**src/rtl/gmb_pkg.sv**
```systemverilog
package gmb_pkg;

  localparam int WeightW = 16;
  localparam int MeanW = 8;
  localparam int DevW = 16;
  localparam int EntryW = WeightW + MeanW + DevW;

  localparam int AluOpW = 32;
  localparam int AluResW = 49;
  localparam int DivRemW = 20;

  localparam logic [4:0] MulLast = 5'd16;
  localparam logic [4:0] DivLast = 5'd31;
  localparam logic [4:0] SqrtLast = 5'd15;
  localparam logic [31:0] SqrtBit0 = 32'h4000_0000;

  localparam logic [15:0] WeightMax = 16'hFFFF;
  localparam logic [15:0] NewWeight = 16'd3277;
  localparam logic [16:0] OneQ16 = 17'h10000;
  localparam logic [7:0] MaskFg = 8'd255;
  localparam logic [7:0] MaskBg = 8'd0;

  localparam logic [15:0] LrReset = 16'd3277;
  localparam logic [15:0] ThrReset = 16'd45875;
  localparam logic [3:0] MfReset = 4'd3;
  localparam logic [15:0] IdevReset = 16'd3840;

  localparam logic [1:0] ActInit = 2'd0;
  localparam logic [1:0] ActTrain = 2'd1;
  localparam logic [1:0] ActClassify = 2'd2;

  typedef enum logic [1:0] {
    CFG_LEARNING_RATE = 2'd0,
    CFG_BG_THRESHOLD = 2'd1,
    CFG_MATCH_FACTOR = 2'd2,
    CFG_INIT_DEV = 2'd3
  } gmb_cfg_e;

  typedef enum logic [1:0] {
    ALU_MUL = 2'd0,
    ALU_DIV = 2'd1,
    ALU_SQRT = 2'd2
  } gmb_alu_op_e;

  typedef enum logic [5:0] {
    S_IDLE, S_LOAD, S_WRITE, S_OUT,
    S_C_SUM, S_C_MATCH,
    S_T_MATCH, S_T_DEC_GO, S_T_DEC_WT, S_T_W_GO, S_T_W_WT,
    S_T_P_GO, S_T_P_WT, S_T_M1_GO, S_T_M1_WT, S_T_M2_GO, S_T_M2_WT,
    S_T_V0_GO, S_T_V0_WT, S_T_V1_GO, S_T_V1_WT, S_T_V2_GO, S_T_V2_WT,
    S_T_V3_GO, S_T_V3_WT, S_T_SQ_GO, S_T_SQ_WT, S_T_NEXT,
    S_T_NEW, S_T_SUM, S_T_N_GO, S_T_N_WT,
    S_O_LOAD, S_O_A_GO, S_O_A_WT, S_O_B_GO, S_O_B_WT, S_O_STORE
  } gmb_state_e;

  typedef struct packed {
    logic [1:0] action;
    logic [15:0] pixel_index;
    logic [7:0] pixel_value;
  } gmb_in_t;

  typedef struct packed {
    logic [15:0] out_index;
    logic [7:0] mask_value;
    logic [2:0] background_count;
  } gmb_out_t;

  typedef struct packed {
    logic start;
    gmb_alu_op_e op;
    logic [AluOpW-1:0] a;
    logic [AluOpW-1:0] b;
  } gmb_alu_req_t;

  typedef struct packed {
    logic done;
    logic [AluResW-1:0] res;
  } gmb_alu_rsp_t;

endpackage

```
**src/rtl/gmb_alu.sv**
```systemverilog
module gmb_alu (
  input  logic                  clk_i,
  input  logic                  rst_ni,
  input  gmb_pkg::gmb_alu_req_t req_i,
  output gmb_pkg::gmb_alu_rsp_t rsp_o
);

  logic busy_q, done_q;
  gmb_pkg::gmb_alu_op_e op_q;
  logic [4:0] cnt_q;
  logic [31:0] a_q, b_q, rt_q, bt_q;
  logic [gmb_pkg::AluResW-1:0] acc_q;
  logic [gmb_pkg::DivRemW-1:0] rem_q;

  logic [gmb_pkg::AluResW-1:0] mul_acc;
  logic [gmb_pkg::DivRemW:0] rem_sh, rem_n;
  logic div_ge;
  logic [31:0] sq_t, rt_n;
  logic sq_ge, last;

  // Multiply walks the 17-bit multiplier from its top bit; divide is restoring;
  // the root takes two radicand bits a step.
  always_comb begin
    mul_acc = {acc_q[gmb_pkg::AluResW-2:0], 1'b0} +
              (b_q[16] ? gmb_pkg::AluResW'(a_q) : '0);
    rem_sh = {rem_q, a_q[31]};
    div_ge = rem_sh >= b_q[gmb_pkg::DivRemW:0];
    rem_n = div_ge ? rem_sh - b_q[gmb_pkg::DivRemW:0] : rem_sh;
    sq_t = rt_q + bt_q;
    sq_ge = a_q >= sq_t;
    rt_n = sq_ge ? (rt_q >> 1) + bt_q : rt_q >> 1;
    case (op_q)
      gmb_pkg::ALU_MUL: last = cnt_q == gmb_pkg::MulLast;
      gmb_pkg::ALU_DIV: last = cnt_q == gmb_pkg::DivLast;
      gmb_pkg::ALU_SQRT: last = cnt_q == gmb_pkg::SqrtLast;
      default: last = 1'b1;
    endcase
  end

  always_ff @(posedge clk_i or negedge rst_ni) begin
    if (!rst_ni) begin
      busy_q <= 1'b0;
      done_q <= 1'b0;
    end else begin
      done_q <= 1'b0;
      if (req_i.start) begin
        busy_q <= 1'b1;
      end else if (busy_q && last) begin
        busy_q <= 1'b0;
        done_q <= 1'b1;
      end
    end
  end

  always_ff @(posedge clk_i) begin
    if (req_i.start) begin
      op_q <= req_i.op;
      cnt_q <= '0;
      a_q <= req_i.a;
      b_q <= req_i.b;
      acc_q <= '0;
      rem_q <= '0;
      rt_q <= '0;
      bt_q <= gmb_pkg::SqrtBit0;
    end else if (busy_q) begin
      cnt_q <= cnt_q + 5'd1;
      case (op_q)
        gmb_pkg::ALU_MUL: begin
          acc_q <= mul_acc;
          b_q <= b_q << 1;
        end
        gmb_pkg::ALU_DIV: begin
          rem_q <= rem_n[gmb_pkg::DivRemW-1:0];
          a_q <= a_q << 1;
          acc_q <= {acc_q[gmb_pkg::AluResW-2:0], div_ge};
        end
        gmb_pkg::ALU_SQRT: begin
          if (sq_ge) begin
            a_q <= a_q - sq_t;
          end
          rt_q <= rt_n;
          bt_q <= bt_q >> 2;
          acc_q <= gmb_pkg::AluResW'(rt_n);
        end
        default: acc_q <= acc_q;
      endcase
    end
  end

  assign rsp_o.done = done_q;
  assign rsp_o.res = acc_q;

endmodule

```
**config.mk**
```make
export PLATFORM = sky130hd
export DESIGN_NAME = gmb_alu
export DESIGN_NICKNAME = d
export VERILOG_FILES = /design/src/rtl/gmb_pkg.sv /design/src/rtl/gmb_alu.sv
export SDC_FILE = /design/constraint.sdc
export NUM_CORES = 1
export LEC_CHECK = 0
export BUFFER_PORTS_ARGS = -buffer_cell sky130_fd_sc_hd__buf_2
export CORE_MARGIN = 5
export CORE_UTILIZATION = 35
export CTS_CLUSTER_DIAMETER = 120
export DETAILED_ROUTE_END_ITERATION = 8
export GPL_ROUTABILITY_DRIVEN = 0
export HOLD_SLACK_MARGIN = 0.02
export PLACE_DENSITY = 0.59
export SETUP_SLACK_MARGIN = 0.4
export SLEW_MARGIN = 20
export SYNTH_ARGS = -nofsm -noshare
export SYNTH_HDL_FRONTEND = slang
export SYNTH_SLANG_ARGS = --single-unit
```
**constraint.sdc**
```tcl
create_clock -name clk_i -period 7.3 [get_ports clk_i]
set_input_delay 0.365 -clock clk_i [delete_from_list [all_inputs] [get_ports clk_i]]
set_output_delay 0.365 -clock clk_i [all_outputs]
set_load 0.01 [all_outputs]
```
# Word level (Yosys, flattened, before mapping)
# Index checks and enable logic that the tools add are counted.
# Widths: inputs -> output; s select.
[classes]
add_sub_neg = 6
order_cmp = 2
n_eq_ne = 6
mux = 16
n_reduce_logical = 12
[op_table]
columns = ["cell", "count"]
rows = [
  ["$mux 32", 5],
  ["$pmux 49 s3", 1],
  ["$pmux 32 s2", 1],
  ["$mux 21", 3],
  ["$add 49x32->49", 1],
  ["$add 31x31->32", 1],
  ["$add 32x31->32", 1],
  ["$ge 32x32->1", 1],
  ["$sub 32x32->32", 1],
  ["$ge 21x21->1", 1],
  ["$mux 20", 1],
  ["$sub 20x20->20", 1],
  ["$eq 5x5->1 const B", 2],
  ["$reduce_and 2->1", 4],
  ["$reduce_bool 2->1", 3],
  ["$reduce_bool 3->1", 2],
  ["$add 5x1->5 const B", 1],
  ["$eq 5x4->1 const B", 1],
  ["$mux 1", 4],
  ["$ne 3x3->1 const B", 1],
  ["$pmux 1 s3", 1],
  ["$reduce_and 3->1", 1],
  ["$eq 2x1->1 const B", 1],
  ["$eq 2x2->1 const B", 1],
  ["other kinds (2)", 2],
]
[totals]
regBits = 179
input_bits = 69
output_inout_bits = 50
wordCells = 52

# Depth between registers and ports, before layout
# Gate-level depths: netlist of run 1.
[depth]
ltp_word = 6
depth_mapped = 25

# Worst setup path after synthesis of run 1
# No wires, ideal clock.
[synth_path]
path_kind = "flip-flop to flip-flop"
start = "register rt_q[4]"
end = "register a_q[0], enable pin"
setup_time_ns = 0.388
arrival_time_ns = 4.574
t_required_ns = 6.912
slack_ns = 2.338
stages_incl_launch_ff = 20
n_path_buf = 2
synth_period_minus_slack_ns = 4.962
path_cell_list = "dfxtp_1 > ha_1 > a211oi_2 > a211oi_2 > a211oi_2 > o21ai_1 > a2111oi_2 > o41ai_2 > a31oi_1 > o21bai_1 > xnor2_1 > ha_1 > and3_1 > nand4_1 > a211oi_1 > nor4_2 > buf_2 > buf_1 > a21oi_1 > a21o_1"
[synth_between]
elab_chain_len = 4
[synth_lines]
columns = ["item", "line_no", "text"]
rows = [
  ["start: declaration", "gmb_alu.sv:11", "logic [31:0] a_q, b_q, rt_q, bt_q;"],
  ["start signal: assignment", "gmb_alu.sv:81", "rt_q <= rt_n;"],
  ["$add 32x31->32", "gmb_alu.sv:29", "sq_t = rt_q + bt_q;"],
  ["$ge 32x32->1", "gmb_alu.sv:30", "sq_ge = a_q >= sq_t;"],
  ["$ne 3x3->1 (no line)", "-", ""],
  ["$reduce_and 3->1 (no line)", "-", ""],
  ["end signal: assignment", "gmb_alu.sv:59", "a_q <= req_i.a;"],
  ["end signal: assignment", "gmb_alu.sv:74", "a_q <= a_q << 1;"],
  ["end signal: assignment", "gmb_alu.sv:79", "a_q <= a_q - sq_t;"],
  ["end: declaration", "gmb_alu.sv:11", ""],
]
# Every way passes these cells.
# A chain may end at the register's enable or synchronous reset.

# Final worst setup path of run 1
[layout_path]
start = "register rt_q[4]"
end = "register acc_q[12] (netlist bit)"
[layout_between]
elab_chain_len = 4
word_cells_on_any_way = 5
cone_classes = "add/sub (2); order compare (1); mux (2)"
[layout_lines]
columns = ["item", "line_no", "text"]
rows = [
  ["$add 32x31->32", "gmb_alu.sv:29", ""],
  ["$ge 32x32->1", "gmb_alu.sv:30", ""],
  ["$mux 32 *", "gmb_alu.sv:31", "rt_n = sq_ge ? (rt_q >> 1) + bt_q : rt_q >> 1;"],
  ["$pmux 49 s3 *", "gmb_alu.sv:67", "case (op_q)"],
  ["end signal: assignment", "gmb_alu.sv:69", "acc_q <= mul_acc;"],
  ["end signal: assignment", "gmb_alu.sv:75", "acc_q <= {acc_q[gmb_pkg::AluResW-2:0], div_ge};"],
  ["end signal: assignment", "gmb_alu.sv:83", "acc_q <= gmb_pkg::AluResW'(rt_n);"],
  ["end: declaration", "gmb_alu.sv:12", "logic [gmb_pkg::AluResW-1:0] acc_q;"],
]
# Every way passes the cells marked *; elsewhere a longest branch is shown, timed or not.

==> results.cfg, run 1 <==
[grt]
grt_max_degree = 100
grt_pass1_vias = 13000
grt.busiest_layer = met2
overflow = 0
grt_pass1_wl_um = 69500
grtUsageTotal = 0.183
antenna_found_initial = 2
use_met2 = 0.286
use_met1 = 0.262
grtUsageMet3 = 0.0407

[final_layout]
fill_cells = 4227
final_util = 0.393
area_growth_pct = 10.5
finalInstanceArea_um2 = 16100
drive_gt1_frac = 0.0946
most-common-layout-cells = 239 x nand2_1, 179 x nor2_1, 143 x a21oi_1
antenna_cells = 0
layout_commonest_cell = nand2_1
fin_nets = 2097

[worst_setup_path]
critPathMaxFanout = 14
endpoint_kind = flop
crit_path_start_kind = flop
worst_ep_required_time_ns = 7.58
crit_type = reg2reg
worstPathArrival_ns = 6.20

[sta]
hold_viol_final = 0
finalCritPeriodShare = 0.812
min_period_ns = 5.93
tightestPinTransition_ns = 1.09
worst_slack_ns = 1.37
finalSetupViolCount = 0
hold_ws_ns = 0.0833
final_max_slew_viol_count = 0
skew_ns = 0.0147
setup_tns_ns = 0
fmax_mhz = 169
grt_setup_unrepaired = false
relSlewSlack = 0.276

[synthesis]
synth_edf_count = 55
syn_nets = 2047
ys_seq_area_frac = 0.284
synth.avg_cell_area_um2 = 7.87
syn_area_um2 = 14600
yosysWarnings = 0
synth_cell_types = 83
ys.flop_type = dfxtp_1
postSynth.asyncResetShare = 0.0112
ys_seq_elements = 179
synthCells = 1851

[route]
drt_iter0_drc = 972
vias = 13600
route.detailed.drc = 0
via_per_inst = 5.57
firstDrtPassIters = 6
antenna_left = 0
routed_wirelength_um = 43500
wl_per_cell_um = 17.8

[die]
core_um2 = 41000
fp.dieH_um = 214
die_area_um2 = 45800
chipWidth_um = 214
start_util = 0.355
ios = 119
rows = 74

[worst_hold_path]
hp-class = in2reg

[clock_tree]
clk_pin_slew_ns = 0.07
cts_setup_buffers = 0
htree_levels = 4
clk_latency_ns = 0.46
post_cts_resized = 0
numCtsBuffers = 17
ctsHoldBuffers = 1
root_buffer = clkbuf_16
tritoncts = done
clkSinkCount = 179
max-clock-path-buffers = 2

[power_and_ir_drop]
leakagePower_nw = 6.55
irDropWorstVdd_mv = 0.168
powerDensity_nw_per_um2 = 233

[placed_design]
place_ws_ns = 1.52
port_buffers = 107
placed_area_um2 = 15500
place_hpwl_um = 32400

[job]
max_cap_viol_count = 0

[outcome]
run_status = finished clean
## registers in the layout (all words and copies together) (netlist names)
| name | cells |
|---|---|
| done_q | 1 |
| cnt_q | 5 |
| busy_q | 1 |
| op_q | 2 |
| bt_q | 16 |
| b_q | 21 |
| rem_q | 20 |
| a_q | 32 |
| rt_q | 32 |
| acc_q | 49 |
## critical path, cell delays in order (launching register included)
cell and delay (ns):
dfxtp_1 0.38, ha_1 0.39, a211oi_2 0.09, a211oi_2 0.42
a211oi_2 0.18, o21ai_1 0.31, a2111oi_2 0.15, o41ai_2 0.45
a31oi_1 0.20, o21bai_1 0.25, xnor2_1 0.11, ha_1 0.38
and3_1 0.24, nand4_1 0.19, a211oi_1 0.62, nor4_4 0.20
inv_1 0.37, mux2_2 0.40, a221oi_1 0.28, a2111oi_0 0.11
## synth_stat cells, drive strengths merged (20+ instances only)
master,number,share of area
a31oi,35,0.016
nand3,44,0.015
ha,124,0.11
a211oi,51,0.027
edfxtp,55,0.11
mux2i,32,0.022
nor2,179,0.046
nor3,49,0.017
a21o,32,0.016
dfxtp,122,0.17
o21ai,129,0.044
xnor2,63,0.038
nand2b,20,0.0086
a21oi,144,0.050
xor2,68,0.041
buf,25,0.0087
inv,64,0.016
nand2,239,0.062
and2,44,0.019
nor2b,25,0.011
clkbuf,65,0.017
## stage by stage
step	power (W)	cells
4_1_cts	0.00376	2446
3_3_place_gp	0.00280	2413
2_1_floorplan	0.00241	1851
3_5_place_dp	0.00282	2413
5_1_grt	0.00400	2446
6_report	0.00375	2446
## final cells by class
type                            instances  area (um2)  share of cell area
Multi-Input combinational cell       1517        9830               0.610
Sequential cell                       179        4140               0.257
Tap cell                              532         666              0.0413
Timing Repair Buffer                  121         649              0.0403
Clock buffer                           24         504              0.0313
Inverter                               65         244              0.0152
Clock inverter                          8        65.1             0.00404
## cell families after synthesis
kind of cell / Yosys count / synth area share
AO/OA/AOI/OAI: 542 / 0.243
XOR/XNOR: 131 / 0.0787
adder cells (fa/ha/maj): 127 / 0.111
buffers and inverters: 155 / 0.0422
flip-flops: 179 / 0.284
multiplexers: 35 / 0.0243
AND/OR/NAND/NOR: 682 / 0.217
## metal layers
layer	up-vias	share of wire	wire length (um)
met5	-	0	0
met4	0	0.013	578
met3	35	0.061	2660
met2	365	0.44	19300
met1	6412	0.48	21000
li1	6818	-	-
## power by group
group	internal, W	total, W	switching (W)
Clock	0.000492	0.000927	0.000436
Sequential	0.00116	0.00132	0.000159
Combinational	0.000592	0.00150	0.000908
## final timing paths
| kind | slack, ns | start | cells past startpoint | end |
|---|---|---|---|---|
| max | 1.37 | rt_q[4]$_SDFFE_PP0P_ | 19 | acc_q[12]$_SDFFE_PP0P_ |
| min | 0.08 | req_i[65] | 1 | op_q[1]$_DFFE_PP_ |
| max reg2reg | 1.37 | rt_q[4]$_SDFFE_PP0P_ | 19 | acc_q[12]$_SDFFE_PP0P_ |
| min reg2reg | 0.49 | rem_q[1]$_SDFFE_PP0P_ | 2 | rem_q[1]$_SDFFE_PP0P_ |
| max in group asynchronous | 7.00 | rst_ni | 2 | busy_q$_DFFE_PN0P_ |
| min in group asynchronous | 0.21 | rst_ni | 2 | done_q$_DFF_PN0_ |
Note: power is estimated with default switching activity, not from simulation.
==> run 2: changes to the inputs <==
- clock period: 7.3 -> 5.6 ns (I/O delays scaled with it)
==> results.cfg, run 2 (synthesis results as in run 1) <==
[outcome]
run_status = finished clean

[final_layout]
finalInstanceArea_um2 = 16600
fin_nets = 2126
antenna_cells = 0
drive_gt1_frac = 0.122
largestRegisters = acc_q x49, a_q x32, rt_q x32
most-common-layout-cells = 239 x nand2_1, 179 x nor2_1, 141 x a21oi_1
stdcell_count = 2475
regMostFlops = acc_q
layout_commonest_cell = nand2_1
largest_register_ffs = 49
area_growth_pct = 14.2
fill_cells = 4218

[route]
vias = 14000
route.detailed.drc = 0
wl_per_cell_um = 18.3
routed_wirelength_um = 45200
antenna_left = 0
firstDrtPassIters = 5
via_per_inst = 5.64
drt_iter0_drc = 1134

[die]
ios = 119
core_um2 = 41000
rows = 74
die_area_um2 = 45800
fp.dieH_um = 214
start_util = 0.355
chipWidth_um = 214

[clock_tree]
numCtsBuffers = 17
clk_pin_slew_ns = 0.07
clkSinkCount = 179
clk_latency_ns = 0.47
htree_levels = 4
max-clock-path-buffers = 2
root_buffer = clkbuf_16
tritoncts = done

[placed_design]
placed_area_um2 = 15600
dp_cells = 2419
place_hpwl_um = 32800
port_buffers = 107

[sta]
finalSetupViolCount = 0
min_period_ns = 5.05
relSlewSlack = 0.256
grt_setup_unrepaired = true
tightestPinTransition_ns = 1.11
hold_viol_final = 0
fmax_mhz = 198
hold_ws_ns = 0.0893
setup_tns_ns = 0
final_max_slew_viol_count = 0
skew_ns = 0.0127
finalCritPeriodShare = 0.902

[worst_setup_path]
endpoint_kind = flop
crit_path_top_delay_cell = a2111oi_4
slowest_delay_ns = 0.46
worst_ep_required_time_ns = 5.83
worstPathArrival_ns = 5.28
critPathBufInv = 6
crit_type = reg2reg
critPathMaxFanout = 8
crit_family = compound AO/OA/AOI/OAI gates
crit_path_start_kind = flop
critical-path-top-cell-by-count = buf_4
path_cells = ha_4, a211oi_2, a211oi_2, buf_4, a211oi_4, o21ai_2, a2111oi_4, o41ai_4, a31oi_1, buf_4, xor2_1, ha_2, and4_1, a21oi_1, a31oi_1, nor4_4, buf_4, buf_4, clkbuf_16, a21oi_2, a21o_4, clkbuf_16

[power_and_ir_drop]
powerDensity_nw_per_um2 = 309
irDropWorstVdd_mv = 0.225
leakagePower_nw = 6.79

[worst_hold_path]
hp-class = in2reg

[grt]
grtUsageTotal = 0.186
grt_pass1_vias = 13100
grt_max_degree = 93
grt_pass1_wl_um = 70400
overflow = 0
antenna_found_initial = 2

[job]
max_cap_viol_count = 0
[run 2: changes by cell type in the layout (fill, tap and decap cells not counted), sizes merged]
cell and delta:
clkbuf +3, clkinvlp -1, inv +2, buf +23
dlygate4sd3 +2
[run 2: layer usage]
layer  wire, um  share of wire  track usage
met3       2820          0.062       0.0363
met5          0              0            0
met1      21500           0.48        0.262
met2      20100           0.44        0.292
met4        804          0.018       0.0507
[run 2: power by group]
part           switching, W  total, W  internal (W)
Sequential         0.000206   0.00172       0.00151
Clock              0.000598   0.00130      0.000698
Combinational       0.00125   0.00212      0.000870
Total               0.00206   0.00513       0.00308
[run 2: worst min-delay path, stage by stage]
cell and delay, ns:
buf_2 0.08, nand2_1 0.04, o21ai_0 0.05
[run 2: timing repair]
item | 4_1_cts | 5_1_grt
setup endpoints to repair | 41 | 71
gates resized for setup | 4 | 42
hold endpoints to repair | 4 | 0
gates cloned | 0 | 5
buffers inserted | 0 | 16
hold buffers | 3 | 0
pin swaps | 0 | 23
[run 2: worst paths after layout]
check | start | slack, ns | cells past startpoint | endpoint
max | bt_q[4]$_SDFFE_PP0P_ | 0.55 | 22 | a_q[27]$_DFFE_PP_
max reg2reg | bt_q[4]$_SDFFE_PP0P_ | 0.55 | 22 | a_q[27]$_DFFE_PP_
max in group asynchronous | rst_ni | 5.38 | 2 | busy_q$_DFFE_PN0P_
min in group asynchronous | rst_ni | 0.12 | 2 | done_q$_DFF_PN0_
min reg2reg | bt_q[0]$_SDFFE_PP0P_ | 0.49 | 2 | bt_q[0]$_SDFFE_PP0P_
min | req_i[15] | 0.09 | 3 | b_q[15]$_DFFE_PP_
[run 2: stage by stage]
stage | total power [W] | util | setup slack [ns]
after global routing | 0.00546 | 0.406 | 0.336
after floorplan | 0.00314 | - | 0.638
final | 0.00513 | 0.406 | 0.546
after global placement | 0.00366 | 0.380 | 0.411
after detailed placement | 0.00369 | 0.380 | 0.315
after CTS | 0.00501 | 0.396 | 0.420
[run 2: layout make-up]
cell class              count  area [um2]  share of cell area
well taps                 532         666              0.0400
inverters                  65         244              0.0147
clock inverters             9        73.8             0.00444
repair buffers            150         971              0.0584
multi-input cells        1517        9980               0.600
flip-flops and latches    179        4160               0.250
clock buffers              23         543              0.0326
==> run 3: changes to the inputs <==
- CAP_MARGIN: default -> 40
- CORE_MARGIN: 5 -> default
- clock period: 5.6 -> 5.4 ns (I/O delays scaled with it)
==> results.cfg, run 3 (synthesis results as in run 1) <==
[final_layout]
drive_gt1_frac = 0.125
fin_nets = 2125
layout_commonest_cell = nand2_1
stdcell_count = 2475
most-common-layout-cells = 239 x nand2_1, 179 x nor2_1, 141 x a21oi_1
regMostFlops = acc_q
largest_register_ffs = 49
area_growth_pct = 14.3
largestRegisters = acc_q x49, a_q x32, rt_q x32

[die]
core_um2 = 40900
start_util = 0.356
fp.dieH_um = 206
ios = 119
rows = 74
die_area_um2 = 42500
chipWidth_um = 206

[grt]
antenna_found_initial = 2
use_met1 = 0.296
overflow = 0
grt_pass1_wl_um = 72000
grt_pass1_vias = 13000
grtUsageMet3 = 0.0344
use_met2 = 0.349
grt.busiest_layer = met2
grt_max_degree = 106
grtUsageTotal = 0.218

[power_and_ir_drop]
powerDensity_nw_per_um2 = 321
leakagePower_nw = 6.77
irDropWorstVdd_mv = 0.184

[clock_tree]
clk_pin_slew_ns = 0.07
clk_latency_ns = 0.47
tritoncts = done
numCtsBuffers = 17
htree_levels = 4
root_buffer = clkbuf_16
clkSinkCount = 179
max-clock-path-buffers = 2

[worst_setup_path]
worst_ep_required_time_ns = 5.73
crit_type = reg2reg
worstPathArrival_ns = 5.12
r2r_cells = 22
critPathMaxFanout = 19
endpoint_kind = flop
crit_path_start_kind = flop
crit_start = bt_q[4]$_SDFFE_PP0P_
reg2reg_from = bt_q[4]$_SDFFE_PP0P_

[sta]
hold_viol_final = 0
tightestPinTransition_ns = 0.880
final_max_slew_viol_count = 0
fmax_mhz = 209
finalSetupViolCount = 0
grt_setup_unrepaired = true
skew_ns = 0.0110
finalCritPeriodShare = 0.887
relSlewSlack = 0.414
min_period_ns = 4.79
hold_ws_ns = 0.0788
setup_tns_ns = 0

[placed_design]
place_hpwl_um = 34100
port_buffers = 107
dp_cells = 2425

[outcome]
run_status = finished clean

[route]
via_per_inst = 5.68
firstDrtPassIters = 5
route.detailed.drc = 0
drt_iter0_drc = 1193
wl_per_cell_um = 18.8
antenna_left = 0
vias = 14000
routed_wirelength_um = 46600

[worst_hold_path]
min_from = req_i[5]
hold_depth = 3
hp-class = in2reg

[job]
max_cap_viol_count = 0
## run 3: cell count changes in the layout (fill, tap and decap cells not counted), moves of 3 or more
cell	before	now
dfxtp_4	3	0
a31oi_1	32	29
ha_2	4	7
buf_8	0	3
clkbuf_16	25	22
clkinv_4	1	5
dfxtp_1	115	118
buf_4	33	30
## run 3: critical path, stage by stage, from the launching register on
cell and delay [ns]:
dfxtp_2 0.36, ha_2 0.32, a211oi_4 0.26, a211oi_4 0.09, a211oi_4 0.29, o21ai_2 0.12, a2111oi_4 0.35, o41ai_2 0.14
a31oi_2 0.25, xor2_1 0.20, ha_2 0.35, and4_2 0.23, a21oi_2 0.17, a31oi_2 0.13, nor4_4 0.30, buf_6 0.18
buf_4 0.14, clkbuf_16 0.18, nor2_1 0.05, a21oi_1 0.23, nor2_1 0.07, a21oi_1 0.15, nor2_1 0.06
## run 3: through the flow
step / worst slack, ns / total power (W) / area (um2) / util
after floorplan: 0.438 / 0.00326 / 14600 / -
final: 0.612 / 0.00535 / 16700 / 0.407
after global placement: 0.379 / 0.00383 / 15600 / 0.381
after CTS: 0.395 / 0.00522 / 16300 / 0.399
after detailed placement: 0.356 / 0.00387 / 15700 / 0.383
after global routing: 0.358 / 0.00567 / 16700 / 0.407
## run 3: area by class of cell
class	count	area, um2
well taps	532	666
multi-input cells	1517	10000
flip-flops and latches	179	4150
repair buffers	149	963
clock buffers	20	500
diodes	1	2.50
clock inverters	12	114
fillers	4131	24300
inverters	65	246
## run 3: what timing repair did
action	in CTS	in global routing
setup endpoints to repair	5	97
hold endpoints to repair	4	0
buffers inserted	0	12
hold buffers	3	0
pin swaps	0	27
resized for setup	1	49
cloned	0	2
## run 3: worst paths after layout
kind | to | slack [ns]
worst min-delay path | b_q[5]$_DFFE_PP_ | 0.08
min in group asynchronous | done_q$_DFF_PN0_ | 0.11
max in group asynchronous | busy_q$_DFFE_PN0P_ | 5.20
worst max register to register | rt_q[4]$_SDFFE_PP0P_ | 0.61
worst min register to register | rem_q[1]$_SDFFE_PP0P_ | 0.49
worst max-delay path | rt_q[4]$_SDFFE_PP0P_ | 0.61
## run 3: where the power goes
| part | internal [W] | total (W) | leakage, nW | switching [W] |
|---|---|---|---|---|
| logic | 0.000914 | 0.00224 | 4.88 | 0.00132 |
| clock network | 0.000724 | 0.00134 | 0.307 | 0.000613 |
| registers | 0.00157 | 0.00178 | 1.58 | 0.000212 |
| total | 0.00321 | 0.00535 | 6.77 | 0.00215 |
## run 3: per-layer routing
metal	part of all wire	vias to the layer above
met3	0.060	66
met1	0.46	6674
met4	0.026	2
met2	0.45	430
li1	-	6877
met5	0.00028	-
